--- src/rtl/core/best_fit_partition_allocator_macros.svh ---
// Assertion macros used by the allocator's top-level RTL.
`ifndef BEST_FIT_PARTITION_ALLOCATOR_MACROS_SVH
`define BEST_FIT_PARTITION_ALLOCATOR_MACROS_SVH

// The consequent must hold in the same cycle as the antecedent.
`define BFPA_ASSERT_NOW(label, clk, rst, ante, cons, msg) \
   label: assert property (@(posedge clk) disable iff (rst) (ante) |-> (cons)) \
      else $error(msg);

// The consequent must hold in the cycle after the antecedent.
`define BFPA_ASSERT_NEXT(label, clk, rst, ante, cons, msg) \
   label: assert property (@(posedge clk) disable iff (rst) (ante) |=> (cons)) \
      else $error(msg);

`endif

--- src/rtl/core/bfpa_pkg.sv ---
`default_nettype none

package bfpa_pkg;

   // Default sizes of the partition table.
   localparam int unsigned DEF_NUM_PARTITIONS = 8;
   localparam int unsigned DEF_ADDR_BITS      = 16;

   // Fixed widths of the beat fields.
   localparam int unsigned FUNC_W   = 2;
   localparam int unsigned INDEX_W  = 3;
   localparam int unsigned FIELD_W  = 16;
   localparam int unsigned OWNER_W  = 4;
   localparam int unsigned STATUS_W = 2;

   // Operation codes.
   localparam logic [FUNC_W-1:0] FUNC_DEFINE  = 2'd0;
   localparam logic [FUNC_W-1:0] FUNC_ALLOC   = 2'd1;
   localparam logic [FUNC_W-1:0] FUNC_RELEASE = 2'd2;

   // Result status codes.
   localparam logic [STATUS_W-1:0] STATUS_OK        = 2'd0;
   localparam logic [STATUS_W-1:0] STATUS_FULL      = 2'd1;
   localparam logic [STATUS_W-1:0] STATUS_TOO_BIG   = 2'd2;
   localparam logic [STATUS_W-1:0] STATUS_NOT_FOUND = 2'd3;

   // Commands from the controller to the datapath.
   typedef struct packed {
      logic load;    // capture the accepted request and restart the scan
      logic scan;    // step the table scan
      logic commit;  // update the table and load the result register
   } bfpa_cmd_type;

   // Status from the datapath to the controller.
   typedef struct packed {
      logic req_scan;   // the offered request needs a table scan
      logic scan_last;  // the last table entry is being evaluated
   } bfpa_sts_type;

endpackage

`default_nettype wire

--- src/rtl/core/bfpa_datapath.sv ---
`default_nettype none

module bfpa_datapath import bfpa_pkg::*; #(
   parameter int unsigned NUM_PARTITIONS = DEF_NUM_PARTITIONS,
   parameter int unsigned ADDR_BITS      = DEF_ADDR_BITS
) (
   input  wire logic                clock,
   input  wire logic                reset,
   input  wire bfpa_cmd_type        cmd,
   output bfpa_sts_type             sts,
   input  wire logic [FUNC_W-1:0]   req_func,
   input  wire logic [INDEX_W-1:0]  req_entry_index,
   input  wire logic [FIELD_W-1:0]  req_entry_base,
   input  wire logic [FIELD_W-1:0]  req_length_value,
   input  wire logic [OWNER_W-1:0]  req_owner_id,
   output logic [STATUS_W-1:0]      rsp_status,
   output logic [INDEX_W-1:0]       rsp_chosen_index,
   output logic [FIELD_W-1:0]       rsp_chosen_base,
   output logic [FIELD_W-1:0]       rsp_chosen_length
);

   localparam int unsigned IDX_W = (NUM_PARTITIONS > 1) ? $clog2(NUM_PARTITIONS) : 1;
   localparam int unsigned CNT_W = $clog2(NUM_PARTITIONS + 1);
   localparam logic [CNT_W-1:0] SCAN_END = CNT_W'(NUM_PARTITIONS);
   localparam logic [IDX_W-1:0] LAST_IDX = IDX_W'(NUM_PARTITIONS - 1);

   // Partition table: base, length and owner in memory; valid and taken in flops.
   logic [ADDR_BITS-1:0] mem_base  [NUM_PARTITIONS];
   logic [ADDR_BITS-1:0] mem_len   [NUM_PARTITIONS];
   logic [OWNER_W-1:0]   mem_owner [NUM_PARTITIONS];
   logic [NUM_PARTITIONS-1:0] valid_ff, valid_in;
   logic [NUM_PARTITIONS-1:0] taken_ff, taken_in;

   // Captured request.
   logic [FUNC_W-1:0]    func_ff;
   logic                 def_ok_ff;
   logic [IDX_W-1:0]     def_idx_ff;
   logic [ADDR_BITS-1:0] req_base_ff;
   logic [ADDR_BITS-1:0] req_len_ff;
   logic [OWNER_W-1:0]   req_owner_ff;

   // Scan state.
   logic [CNT_W-1:0]     scan_ff, scan_in;
   logic                 rd_en;
   logic [IDX_W-1:0]     rd_addr;
   logic                 rd_vld_ff;
   logic [IDX_W-1:0]     rd_idx_ff;
   logic [ADDR_BITS-1:0] rd_base_ff;
   logic [ADDR_BITS-1:0] rd_len_ff;
   logic [OWNER_W-1:0]   rd_owner_ff;

   // Running choice of the scan.
   logic                 hit_ff, hit_in;
   logic                 fits_ff, fits_in;
   logic [IDX_W-1:0]     best_idx_ff, best_idx_in;
   logic [ADDR_BITS-1:0] best_base_ff, best_base_in;
   logic [ADDR_BITS-1:0] best_len_ff, best_len_in;

   // Entry under evaluation.
   logic                 ent_vld;
   logic                 ent_taken;
   logic [ADDR_BITS-1:0] ent_len;
   logic [OWNER_W-1:0]   ent_owner;
   logic                 ent_fit;

   // Table write port.
   logic                 wr_en;
   logic [IDX_W-1:0]     wr_addr;
   logic [ADDR_BITS-1:0] wr_base;
   logic [ADDR_BITS-1:0] wr_len;
   logic [OWNER_W-1:0]   wr_owner;

   // Result register.
   logic [STATUS_W-1:0]  rsp_status_ff, rsp_status_in;
   logic [INDEX_W-1:0]   rsp_index_ff, rsp_index_in;
   logic [FIELD_W-1:0]   rsp_base_ff, rsp_base_in;
   logic [FIELD_W-1:0]   rsp_len_ff, rsp_len_in;

   // Status toward the controller.
   assign sts.req_scan  = (req_func == FUNC_ALLOC) || (req_func == FUNC_RELEASE);
   assign sts.scan_last = rd_vld_ff && (rd_idx_ff == LAST_IDX);

   // Capture the request beat, keeping base and length to the address width.
   always_ff @(posedge clock) begin
      if (cmd.load) begin
         func_ff      <= req_func;
         def_ok_ff    <= 32'(req_entry_index) < NUM_PARTITIONS;
         def_idx_ff   <= IDX_W'(req_entry_index);
         req_base_ff  <= ADDR_BITS'(req_entry_base);
         req_len_ff   <= ADDR_BITS'(req_length_value);
         req_owner_ff <= req_owner_id;
      end
   end

   // One table read is issued per scan cycle until every entry has been read.
   assign rd_en   = cmd.scan && (scan_ff != SCAN_END);
   assign rd_addr = scan_ff[IDX_W-1:0];

   // An entry that was never defined reads as unused, free and owned by zero.
   assign ent_vld   = valid_ff[rd_idx_ff];
   assign ent_taken = taken_ff[rd_idx_ff];
   assign ent_len   = ent_vld ? rd_len_ff : '0;
   assign ent_owner = ent_vld ? rd_owner_ff : '0;
   assign ent_fit   = (ent_len != '0) && (ent_len >= req_len_ff);

   // Scan counter and running best-fit or first-owner choice.
   always_comb begin
      scan_in      = scan_ff;
      hit_in       = hit_ff;
      fits_in      = fits_ff;
      best_idx_in  = best_idx_ff;
      best_base_in = best_base_ff;
      best_len_in  = best_len_ff;
      if (cmd.load) begin
         scan_in = '0;
         hit_in  = 1'b0;
         fits_in = 1'b0;
      end else if (cmd.scan) begin
         if (rd_en) begin
            scan_in = scan_ff + CNT_W'(1);
         end
         if (rd_vld_ff) begin
            if (func_ff == FUNC_ALLOC) begin
               // Strictly smaller length wins, so the lowest index keeps ties.
               if (ent_fit) begin
                  fits_in = 1'b1;
               end
               if (ent_fit && !ent_taken && (!hit_ff || (ent_len < best_len_ff))) begin
                  hit_in       = 1'b1;
                  best_idx_in  = rd_idx_ff;
                  best_base_in = rd_base_ff;
                  best_len_in  = ent_len;
               end
            end else begin
               // Release keeps the first taken entry held by the owner.
               if (!hit_ff && ent_taken && (ent_owner == req_owner_ff)) begin
                  hit_in       = 1'b1;
                  best_idx_in  = rd_idx_ff;
                  best_base_in = rd_base_ff;
                  best_len_in  = ent_len;
               end
            end
         end
      end
   end

   // Table write: define writes the whole entry, allocate records the owner.
   assign wr_en = cmd.commit && (((func_ff == FUNC_DEFINE) && def_ok_ff) ||
                                 ((func_ff == FUNC_ALLOC) && hit_ff));
   assign wr_addr  = (func_ff == FUNC_DEFINE) ? def_idx_ff  : best_idx_ff;
   assign wr_base  = (func_ff == FUNC_DEFINE) ? req_base_ff : best_base_ff;
   assign wr_len   = (func_ff == FUNC_DEFINE) ? req_len_ff  : best_len_ff;
   assign wr_owner = (func_ff == FUNC_DEFINE) ? '0          : req_owner_ff;

   always_ff @(posedge clock) begin
      if (wr_en) begin
         mem_base[wr_addr]  <= wr_base;
         mem_len[wr_addr]   <= wr_len;
         mem_owner[wr_addr] <= wr_owner;
      end
      if (rd_en) begin
         rd_base_ff  <= mem_base[rd_addr];
         rd_len_ff   <= mem_len[rd_addr];
         rd_owner_ff <= mem_owner[rd_addr];
         rd_idx_ff   <= rd_addr;
      end
   end

   // Valid and taken bits change only at commit or reset.
   always_comb begin
      valid_in = valid_ff;
      taken_in = taken_ff;
      if (cmd.commit) begin
         case (func_ff)
            FUNC_DEFINE: begin
               if (def_ok_ff) begin
                  valid_in[def_idx_ff] = 1'b1;
                  taken_in[def_idx_ff] = 1'b0;
               end
            end
            FUNC_ALLOC: begin
               if (hit_ff) begin
                  taken_in[best_idx_ff] = 1'b1;
               end
            end
            FUNC_RELEASE: begin
               if (hit_ff) begin
                  taken_in[best_idx_ff] = 1'b0;
               end
            end
            default: begin
            end
         endcase
      end
   end

   // Result beat; every error and the unknown operation give zero fields.
   always_comb begin
      rsp_status_in = rsp_status_ff;
      rsp_index_in  = rsp_index_ff;
      rsp_base_in   = rsp_base_ff;
      rsp_len_in    = rsp_len_ff;
      if (cmd.commit) begin
         rsp_status_in = STATUS_OK;
         rsp_index_in  = '0;
         rsp_base_in   = '0;
         rsp_len_in    = '0;
         case (func_ff)
            FUNC_DEFINE: begin
               if (def_ok_ff) begin
                  rsp_index_in = INDEX_W'(def_idx_ff);
                  rsp_base_in  = FIELD_W'(req_base_ff);
                  rsp_len_in   = FIELD_W'(req_len_ff);
               end
            end
            FUNC_ALLOC: begin
               if (hit_ff) begin
                  rsp_index_in = INDEX_W'(best_idx_ff);
                  rsp_base_in  = FIELD_W'(best_base_ff);
                  rsp_len_in   = FIELD_W'(best_len_ff);
               end else if (fits_ff) begin
                  rsp_status_in = STATUS_FULL;
               end else begin
                  rsp_status_in = STATUS_TOO_BIG;
               end
            end
            FUNC_RELEASE: begin
               if (hit_ff) begin
                  rsp_index_in = INDEX_W'(best_idx_ff);
                  rsp_base_in  = FIELD_W'(best_base_ff);
                  rsp_len_in   = FIELD_W'(best_len_ff);
               end else begin
                  rsp_status_in = STATUS_NOT_FOUND;
               end
            end
            default: begin
            end
         endcase
      end
   end

   // Control registers.
   always_ff @(posedge clock) begin
      if (reset) begin
         valid_ff  <= '0;
         taken_ff  <= '0;
         scan_ff   <= '0;
         rd_vld_ff <= 1'b0;
         hit_ff    <= 1'b0;
         fits_ff   <= 1'b0;
      end else begin
         valid_ff  <= valid_in;
         taken_ff  <= taken_in;
         scan_ff   <= scan_in;
         rd_vld_ff <= rd_en;
         hit_ff    <= hit_in;
         fits_ff   <= fits_in;
      end
   end

   // Payload registers.
   always_ff @(posedge clock) begin
      best_idx_ff   <= best_idx_in;
      best_base_ff  <= best_base_in;
      best_len_ff   <= best_len_in;
      rsp_status_ff <= rsp_status_in;
      rsp_index_ff  <= rsp_index_in;
      rsp_base_ff   <= rsp_base_in;
      rsp_len_ff    <= rsp_len_in;
   end

   assign rsp_status        = rsp_status_ff;
   assign rsp_chosen_index  = rsp_index_ff;
   assign rsp_chosen_base   = rsp_base_ff;
   assign rsp_chosen_length = rsp_len_ff;

endmodule

`default_nettype wire

--- src/rtl/core/bfpa_ctrl.sv ---
`default_nettype none

module bfpa_ctrl import bfpa_pkg::*; (
   input  wire logic         clock,
   input  wire logic         reset,
   input  wire logic         req_valid,
   output logic              req_ready,
   output logic              rsp_valid,
   input  wire logic         rsp_ready,
   input  wire bfpa_sts_type sts,
   output bfpa_cmd_type      cmd
);

   localparam logic [1:0] ST_IDLE = 2'd0;
   localparam logic [1:0] ST_SCAN = 2'd1;
   localparam logic [1:0] ST_RESP = 2'd2;

   logic [1:0] state_ff, state_in;
   logic       rsp_valid_ff, rsp_valid_in;
   logic       accept;
   logic       out_free;

   assign req_ready = (state_ff == ST_IDLE);
   assign accept    = req_valid && req_ready;
   assign out_free  = !rsp_valid_ff || rsp_ready;

   // Sequencing: capture, optional table scan, then commit into the result register.
   always_comb begin
      state_in   = state_ff;
      cmd.load   = 1'b0;
      cmd.scan   = 1'b0;
      cmd.commit = 1'b0;
      unique case (state_ff)
         ST_IDLE: begin
            if (accept) begin
               cmd.load = 1'b1;
               state_in = sts.req_scan ? ST_SCAN : ST_RESP;
            end
         end
         ST_SCAN: begin
            cmd.scan = 1'b1;
            if (sts.scan_last) begin
               state_in = ST_RESP;
            end
         end
         ST_RESP: begin
            if (out_free) begin
               cmd.commit = 1'b1;
               state_in   = ST_IDLE;
            end
         end
         default: begin
            state_in = ST_IDLE;
         end
      endcase
   end

   // The result beat stays valid until it is taken.
   always_comb begin
      rsp_valid_in = rsp_valid_ff;
      if (cmd.commit) begin
         rsp_valid_in = 1'b1;
      end else if (rsp_ready) begin
         rsp_valid_in = 1'b0;
      end
   end

   always_ff @(posedge clock) begin
      if (reset) begin
         state_ff     <= ST_IDLE;
         rsp_valid_ff <= 1'b0;
      end else begin
         state_ff     <= state_in;
         rsp_valid_ff <= rsp_valid_in;
      end
   end

   assign rsp_valid = rsp_valid_ff;

endmodule

`default_nettype wire

--- src/rtl/core/best_fit_partition_allocator.sv ---
// Channel   Direction  Handshake             Fields
// req       in         req_valid/req_ready   func, entry_index, entry_base, length_value, owner_id
// rsp       out        rsp_valid/rsp_ready   status, chosen_index, chosen_base, chosen_length
//
// Define and unknown operations skip the table scan and go from capture straight to commit.
// Allocate and release scan the table one entry per cycle through its single read
// port, and then commit their result beat like the other operations.
// Reset clears every partition to unused and free.
// A new beat is accepted while an earlier result beat still waits; a stalled result
// holds the next operation in its commit step.
`default_nettype none

`include "best_fit_partition_allocator_macros.svh"

module best_fit_partition_allocator import bfpa_pkg::*; #(
   parameter int unsigned NUM_PARTITIONS = DEF_NUM_PARTITIONS,
   parameter int unsigned ADDR_BITS      = DEF_ADDR_BITS
) (
   input  wire logic                clock,
   input  wire logic                reset,
   input  wire logic                req_valid,
   output logic                     req_ready,
   input  wire logic [FUNC_W-1:0]   req_func,
   input  wire logic [INDEX_W-1:0]  req_entry_index,
   input  wire logic [FIELD_W-1:0]  req_entry_base,
   input  wire logic [FIELD_W-1:0]  req_length_value,
   input  wire logic [OWNER_W-1:0]  req_owner_id,
   output logic                     rsp_valid,
   input  wire logic                rsp_ready,
   output logic [STATUS_W-1:0]      rsp_status,
   output logic [INDEX_W-1:0]       rsp_chosen_index,
   output logic [FIELD_W-1:0]       rsp_chosen_base,
   output logic [FIELD_W-1:0]       rsp_chosen_length
);

   bfpa_cmd_type cmd;
   bfpa_sts_type sts;

   // Sequencer.
   bfpa_ctrl u_ctrl (
      .clock     (clock),
      .reset     (reset),
      .req_valid (req_valid),
      .req_ready (req_ready),
      .rsp_valid (rsp_valid),
      .rsp_ready (rsp_ready),
      .sts       (sts),
      .cmd       (cmd)
   );

   // Partition table and scan datapath.
   bfpa_datapath #(
      .NUM_PARTITIONS (NUM_PARTITIONS),
      .ADDR_BITS      (ADDR_BITS)
   ) u_datapath (
      .clock             (clock),
      .reset             (reset),
      .cmd               (cmd),
      .sts               (sts),
      .req_func          (req_func),
      .req_entry_index   (req_entry_index),
      .req_entry_base    (req_entry_base),
      .req_length_value  (req_length_value),
      .req_owner_id      (req_owner_id),
      .rsp_status        (rsp_status),
      .rsp_chosen_index  (rsp_chosen_index),
      .rsp_chosen_base   (rsp_chosen_base),
      .rsp_chosen_length (rsp_chosen_length)
   );

   // Only one operation is in flight, so ready drops right after a request beat.
   `BFPA_ASSERT_NEXT(a_one_in_flight, clock, reset, req_valid && req_ready, !req_ready,
                     "request accepted while busy")

   // An error result carries zero index, base and length.
   `BFPA_ASSERT_NOW(a_error_fields_zero, clock, reset,
                    rsp_valid && (rsp_status != STATUS_OK),
                    (rsp_chosen_index == '0) && (rsp_chosen_base == '0) &&
                    (rsp_chosen_length == '0),
                    "error result with nonzero fields")

   // A commit never overwrites a result beat that is still waiting.
   `BFPA_ASSERT_NOW(a_commit_has_room, clock, reset, cmd.commit, !rsp_valid || rsp_ready,
                    "commit over a pending result")

endmodule

`default_nettype wire

--- config.mk ---
export PLATFORM = sky130hd
export DESIGN_NAME = best_fit_partition_allocator
export DESIGN_NICKNAME = d
export VERILOG_FILES = /design/src/rtl/core/bfpa_pkg.sv /design/src/rtl/core/bfpa_datapath.sv /design/src/rtl/core/bfpa_ctrl.sv /design/src/rtl/core/best_fit_partition_allocator.sv
export VERILOG_INCLUDE_DIRS = /design/src /design/src/rtl/core
export SDC_FILE = /design/constraint.sdc
export NUM_CORES = 1
export LEC_CHECK = 0
export BUFFER_PORTS_ARGS = -buffer_cell sky130_fd_sc_hd__buf_4
export CAP_MARGIN = 20
export CORE_UTILIZATION = 61
export CTS_CLUSTER_DIAMETER = 100
export DETAILED_ROUTE_END_ITERATION = 12
export HOLD_SLACK_MARGIN = 0.12
export PLACE_DENSITY = 0.78
export SLEW_MARGIN = 10
export SYNTH_ARGS = -nofsm -noshare
export SYNTH_HDL_FRONTEND = slang
export SYNTH_SLANG_ARGS = --single-unit
--- constraint.sdc ---
create_clock -name clock -period 7.55 [get_ports clock]
set_clock_uncertainty 0.2 [all_clocks]
set_input_delay 1.1325 -clock clock [delete_from_list [all_inputs] [get_ports clock]]
set_output_delay 1.1325 -clock clock [all_outputs]
set_load 0.1 [all_outputs]
Word-level counts from Yosys, hierarchy flattened
Memory sizes are Yosys's and may differ from the RTL's. A register that Yosys moved wholly into a read port is not among the register bits.
Cells that the tools add are included.
{ "op_classes": {"add_sub_neg": 1, "n_lt_le_gt_ge": 7, "eq_ne": 15, "muxes": 53, "n_bitwise": 7, "reduce_logical": 34} }
{ "op_table": {"columns": ["cell", "n"], "rows": [
  ["two-way mux 16 bit", 11],
  ["one-hot mux 16 bit (2 select lines)", 2],
  ["one-hot mux 8 bit (3 select lines)", 1],
  ["AND 8 bit", 2],
  ["greater-or-equal comparator 16 bit", 1],
  ["< comparator 16 bit", 1],
  ["two-way mux 1 bit", 16],
  ["two-way mux 8 bit", 2],
  ["inverter 8 bit", 2],
  ["bitwise OR 8 bit", 2],
  ["nonzero test 16 bit", 1],
  ["two-way mux 3 bit", 5],
  ["two-way mux 2 bit", 7],
  ["logical AND 1 bit", 12],
  ["< comparator 3 x 4 -> 1 bit, second input constant", 3],
  ["AND reduction 4 bit", 3],
  ["two-way mux 4 bit", 2],
  ["binary-select mux 1 bit (select 3 bit)", 2],
  ["demux 1 bit (select 3 bit)", 2],
  ["== test 2 x 1 -> 1 bit, second input constant", 3],
  ["== test 2 bit, second input constant", 3],
  ["greater-or-equal comparator 3 x 1 -> 1 bit, second input constant", 2],
  ["inequality test 2 x 1 -> 1 bit, second input constant", 3],
  ["inequality test 2 bit, second input constant", 3],
  ["other kinds (17)", 26]
]} }
{ "totals": {"ff_bits": 142, "ramBits": 288, "output_inout_bits": 39, "mem_count": 3} }
{ "memory_table": {"columns": ["name", "depth", "word_bits", "read_ports", "rd_clocked_by_memory_dff", "write_ports", "line", "text"], "rows": [
  ["u_datapath.mem_base", 8, 16, 1, 1, 1, "bfpa_datapath.sv:28", "logic [ADDR_BITS-1:0] mem_base [NUM_PARTITIONS];"],
  ["u_datapath.mem_len", 8, 16, 1, 1, 1, "bfpa_datapath.sv:29", "logic [ADDR_BITS-1:0] mem_len [NUM_PARTITIONS];"],
  ["u_datapath.mem_owner", 8, 4, 1, 1, 1, "bfpa_datapath.sv:30", "logic [OWNER_W-1:0] mem_owner [NUM_PARTITIONS];"]
]} }

Logic depth before layout (Yosys ltp)
{ "depth": {"word_depth": 9, "depth_mapped": 12} }

Hierarchy
From an unflattened synthesis, not the netlist that was laid out.
{ "unflattened": {"cells_unflattened": 1155, "area_unflattened_um2": 18644.1} }
{ "by_module_without_submodules": {"columns": ["mod", "n_inst", "cells_each", "area_each_um2"], "rows": [
  ["bfpa_datapath", 1, 1137, 18480.2],
  ["bfpa_ctrl", 1, 18, 163.9]
]} }

Worst setup path after synthesis
No wires, ideal clock.
{ "synth_timing": {"path_type": "register to register", "startpoint": "register u_datapath.rd_idx_ff[1]", "endpoint": "register u_datapath.best_base_ff[0], enable pin", "setup_time_ns": 0.471, "arrival_time_ns": 5.289, "required_ns": 6.879, "slack_ns": 1.590, "path_stages_with_launch": 12, "path_buffers": 2, "period_less_slack_ns": 5.960, "cell_sequence": "edfxtp_1 -> mux4_1 -> mux2_4 -> dlymetal6s2s_1 -> clkbuf_1 -> and2_1 -> ha_1 -> a41oi_1 -> nor2_1 -> a2111oi_0 -> o22ai_1 -> nor3_1"} }
{ "synth_via": {"elab_chain_cells": 9, "elab_cells_between_ends": 20} }
{ "synth_lines": {"columns": ["item", "line", "text"], "rows": [
  ["from (decl)", "bfpa_datapath.sv:47", "logic [IDX_W-1:0] rd_idx_ff;"],
  ["from (signal assigned)", "bfpa_datapath.sv:165", "rd_idx_ff <= rd_addr;"],
  ["binary-select mux 1 bit (select 3 bit) (*)", "bfpa_datapath.sv:100", "assign ent_vld = valid_ff[rd_idx_ff];"],
  ["two-way mux 1 bit (not written as such) (*)", "bfpa_datapath.sv:100", null],
  ["two-way mux 16 bit (*)", "bfpa_datapath.sv:102", "assign ent_len = ent_vld ? rd_len_ff : '0;"],
  ["named net u_datapath.ent_len[11]", "bfpa_datapath.sv:62", "logic [ADDR_BITS-1:0] ent_len;"],
  ["greater-or-equal comparator 16 bit or nonzero test 16 bit (tied branches)", "bfpa_datapath.sv:104", "assign ent_fit = (ent_len != '0) && (ent_len >= req_len_ff);"],
  ["logical AND 1 bit", "bfpa_datapath.sv:104", null],
  ["logical AND 1 bit", "bfpa_datapath.sv:128", "if (ent_fit && !ent_taken && (!hit_ff || (ent_len < best_len_ff))) begin"],
  ["logical AND 1 bit (*)", "bfpa_datapath.sv:128", null],
  ["inequality test 2 bit (no source line) (*)", null, null],
  ["AND reduction 5 bit (no source line) (*)", null, null],
  ["to (signal assigned)", "bfpa_datapath.sv:264", "best_base_ff <= best_base_in;"],
  ["to (decl)", "bfpa_datapath.sv:56", "logic [ADDR_BITS-1:0] best_base_ff, best_base_in;"]
]} }
Mark *: on every way through the listed nets, which the timed path passes. The rest lies on a longest branch. The select of a mux whose other input is x is not followed.
A chain may end at the register's enable or synchronous reset.

Worst setup path after layout
{ "layout_timing": {"startpoint": "register u_datapath.rd_idx_ff[1]", "endpoint": "register u_datapath.best_base_ff[15], enable pin"} }
The elaborated chain is that of the path after synthesis.

==> impl_metrics.ini <==
[status]
outcome = finished, final reports clean

[sta]
maxSlewViolCount = 0
post-route-period-util = 0.584
finalSetupViolCount = 0
tightest_slew_ns = 1.08
rsz0062_at_grt = no
period_minus_slack_ns = 4.41
tns_ns = 0
setup_slack_ns = 3.14
hold_viol_final = 0
maxSlewHeadroom = 0.277
max_freq_mhz = 227

[setup_path]
cp_max_fo = 26
critical_path_buf_inv_count = 1
cp_slowest_stage_delay_ns = 0.59
cp.arrival_ns = 4.39
startpoint_type = register
end_kind = register
cp.required_ns = 7.54
crit_type = register to register
crit_family = multiplexers
critical-path-slowest-cell = mux4_1
crit_chain = mux4_1 -> mux2_4 -> and2_1 -> ha_1 -> a41oi_1 -> nor2_1 -> a2111oi_0 -> o22ai_1 -> nor3_2 -> buf_4

[routing]
drc = 0
vias_per_cell = 6.27
routedWlPerCell_um = 24.6
drtPass1Iterations = 8
dr.first_iter.drc_count = 1205
vias = 10205
ant_nets = 0
finalWirelength_um = 40100

[synth]
postSynthAreaPerCell_um2 = 17.0
yosysTopAreaCell = edfxtp_1
yosysTopAreaCellShare = 0.708
syn-instance-count = 1097
ys.flop_type = edfxtp_1
syn-cell-area_mm2 = 0.0187
ys_seq_area_frac = 0.736
synth_seq_cells = 466
synth_warnings = 0
async_flop_share = 0
synthDistinctLibCells = 51
synthesis.nets = 1177
synth_edf_count = 440
synth_area_leaders = edfxtp_1, mux4_2, dfxtp_1, ha_1, mux2_2

[floorplan]
die_h_um = 177
start_util = 0.625
num_rows = 63
die_x_um = 177
io-pin-count = 84
die_area_mm2 = 0.0313
coreArea_mm2 = 0.0299

[grt]
grt_max_degree = 50
grt_pass1_vias = 10315
antenna_found_initial = 0
grt_pass1_wl_um = 60700
grt_overflow = 0
track_usage = 0.264

[clocking]
worstSkewPairLatency_ns = 0.55
cts_resized = 0
postCtsHoldBufs = 0
numCtsBuffers = 46
h-tree-depth = 2
cts.clk_slew.worst_paths_ns = 0.06
cts_tree = done
root_buffer = clkbuf_16
cts_setup_buffers = 0
cts.sinks = 466
clockBufferDepth = 3

[layout]
final_cell_mix = edfxtp_1, buf_4, nand2_1
drive_above_1_share = 0.240
syn_to_final_growth_pct = 13.7
insertedDiodeCount = 0
stdcell_area_mm2 = 0.0212
final_nets = 1281
final_common_cell = edfxtp_1

[power_and_ir_drop]
p_clk_frac = 0.395
p_sw_mw = 1.22
p_int_mw = 4.23
power.density_mw_per_mm2 = 257
ir_worst_vdd_uv = 233
p_total_mw = 5.45
p_sw_frac = 0.224
p_leak_nw = 7.10
pwr-share-comb = 0.065
seqPwrFrac = 0.539

[flow_run]
max_cap_viol_count = 0

[placed_design]
post-place-ws_ns = 2.71
gp_congestion = 0.875
dpl.hpwl_um = 23200
place_area_mm2 = 0.0198
place.port_buffers = 83

[worst_hold_path]
hp-class = register to register
-- per-stage QoR --
step                      hold slack [ns]  cells  utilization
after detailed placement            0.205   1540        0.662
final                               0.217   1628        0.710
after CTS                           0.219   1625        0.710
after global routing                0.223   1628        0.710
after floorplan                     0.200   1097            -
after global placement              0.202   1540        0.662
-- sequential cells by signal, summed over array words and instances, names as in the netlist, 4 cells and up --
| name | count |
|---|---|
| u_datapath.taken_ff | 8 |
| u_datapath.mem_base | 128 |
| u_datapath.best_base_ff | 16 |
| u_datapath.rd_len_ff | 16 |
| u_datapath.mem_len | 128 |
| u_datapath.rd_owner_ff | 4 |
| u_datapath.scan_ff | 4 |
| u_datapath.req_base_ff | 16 |
| u_datapath.valid_ff | 8 |
| u_datapath.rsp_chosen_length | 16 |
| u_datapath.mem_owner | 32 |
| u_datapath.rsp_chosen_base | 16 |
| u_datapath.best_len_ff | 16 |
| u_datapath.req_len_ff | 16 |
| u_datapath.req_owner_ff | 4 |
| u_datapath.rd_base_ff | 16 |
-- power groups by stage --
| stage | clock network (mW) | registers (mW) | logic [mW] |
|---|---|---|---|
| 2_1_floorplan | 0 | 3.07 | 0.157 |
| 3_3_place_gp | 0 | 2.99 | 0.349 |
| 3_5_place_dp | 0 | 2.99 | 0.356 |
| 6_report | 2.15 | 2.94 | 0.357 |
| 5_1_grt | 2.28 | 2.94 | 0.380 |
| 4_1_cts | 2.19 | 2.94 | 0.357 |
-- final cells by class --
type,instances,area (um2)
Multi-Input combinational cell,522,4570
Clock buffer,65,1250
Fill cell,1811,8660
Tap cell,390,488
Sequential cell,466,13700
Timing Repair Buffer,104,776
Clock inverter,20,164
Inverter,61,229
-- layer usage --
| layer | wire [um] | vias up | part of all wire | track usage |
|---|---|---|---|---|
| met1 | 16500 | 5174 | 0.41 | 0.387 |
| met4 | 1010 | 0 | 0.025 | 0.0765 |
| met3 | 3260 | 75 | 0.081 | 0.0393 |
| met2 | 19400 | 484 | 0.48 | 0.419 |
| met5 | 0 | - | 0 | 0 |
| li1 | - | 4472 | - | - |
-- path summary, 6_finish.rpt --
check | slack, ns | cells past startpoint | to | start
hold / removal | 0.22 | 0 | u_datapath.best_base_ff[11] | u_datapath.rd_base_ff[11]
hold reg to reg | 0.22 | 0 | u_datapath.best_base_ff[11] | u_datapath.rd_base_ff[11]
setup reg to reg | 3.14 | 10 | u_datapath.best_base_ff[15] | u_datapath.rd_idx_ff[1]
setup / recovery | 3.14 | 10 | u_datapath.best_base_ff[15] | u_datapath.rd_idx_ff[1]
-- cells by family (layout without fill, tap and decap cells) --
| logic type | after synthesis | in the layout | share of synthesized area |
|---|---|---|---|
| and+or+nand+nor | 215 | 215 | 0.0530 |
| adders and majority gates | 36 | 36 | 0.0240 |
| DFF | 466 | 466 | 0.736 |
| AOI/OAI and AO/OA | 151 | 151 | 0.0458 |
| buffers and inverters | 109 | 250 | 0.0227 |
| xor gates and xnor gates | 6 | 6 | 0.00282 |
| muxes | 114 | 114 | 0.116 |
-- synthesized netlist by cell type (2+ instances only) --
cell type	n
edfxtp_1	440
nand2_1	88
mux4_2	72
a21oi_1	64
inv_1	61
nor2_1	49
o21ai_0	48
clkbuf_1	37
mux2_2	37
ha_1	35
dfxtp_1	26
and2_1	19
nor3_1	11
nor2b_1	9
nor4_1	9
nand3_1	8
a31oi_1	7
nand4_1	7
a211oi_1	5
buf_1	5
buf_2	5
a22oi_1	4
a32oi_1	4
mux4_1	4
nand2b_1	4
o22ai_1	4
xor2_1	4
o31ai_1	3
or2_2	3
a211o_1	2
and3_1	2
xnor2_1	2
Power figures use the tool's default switching activity.
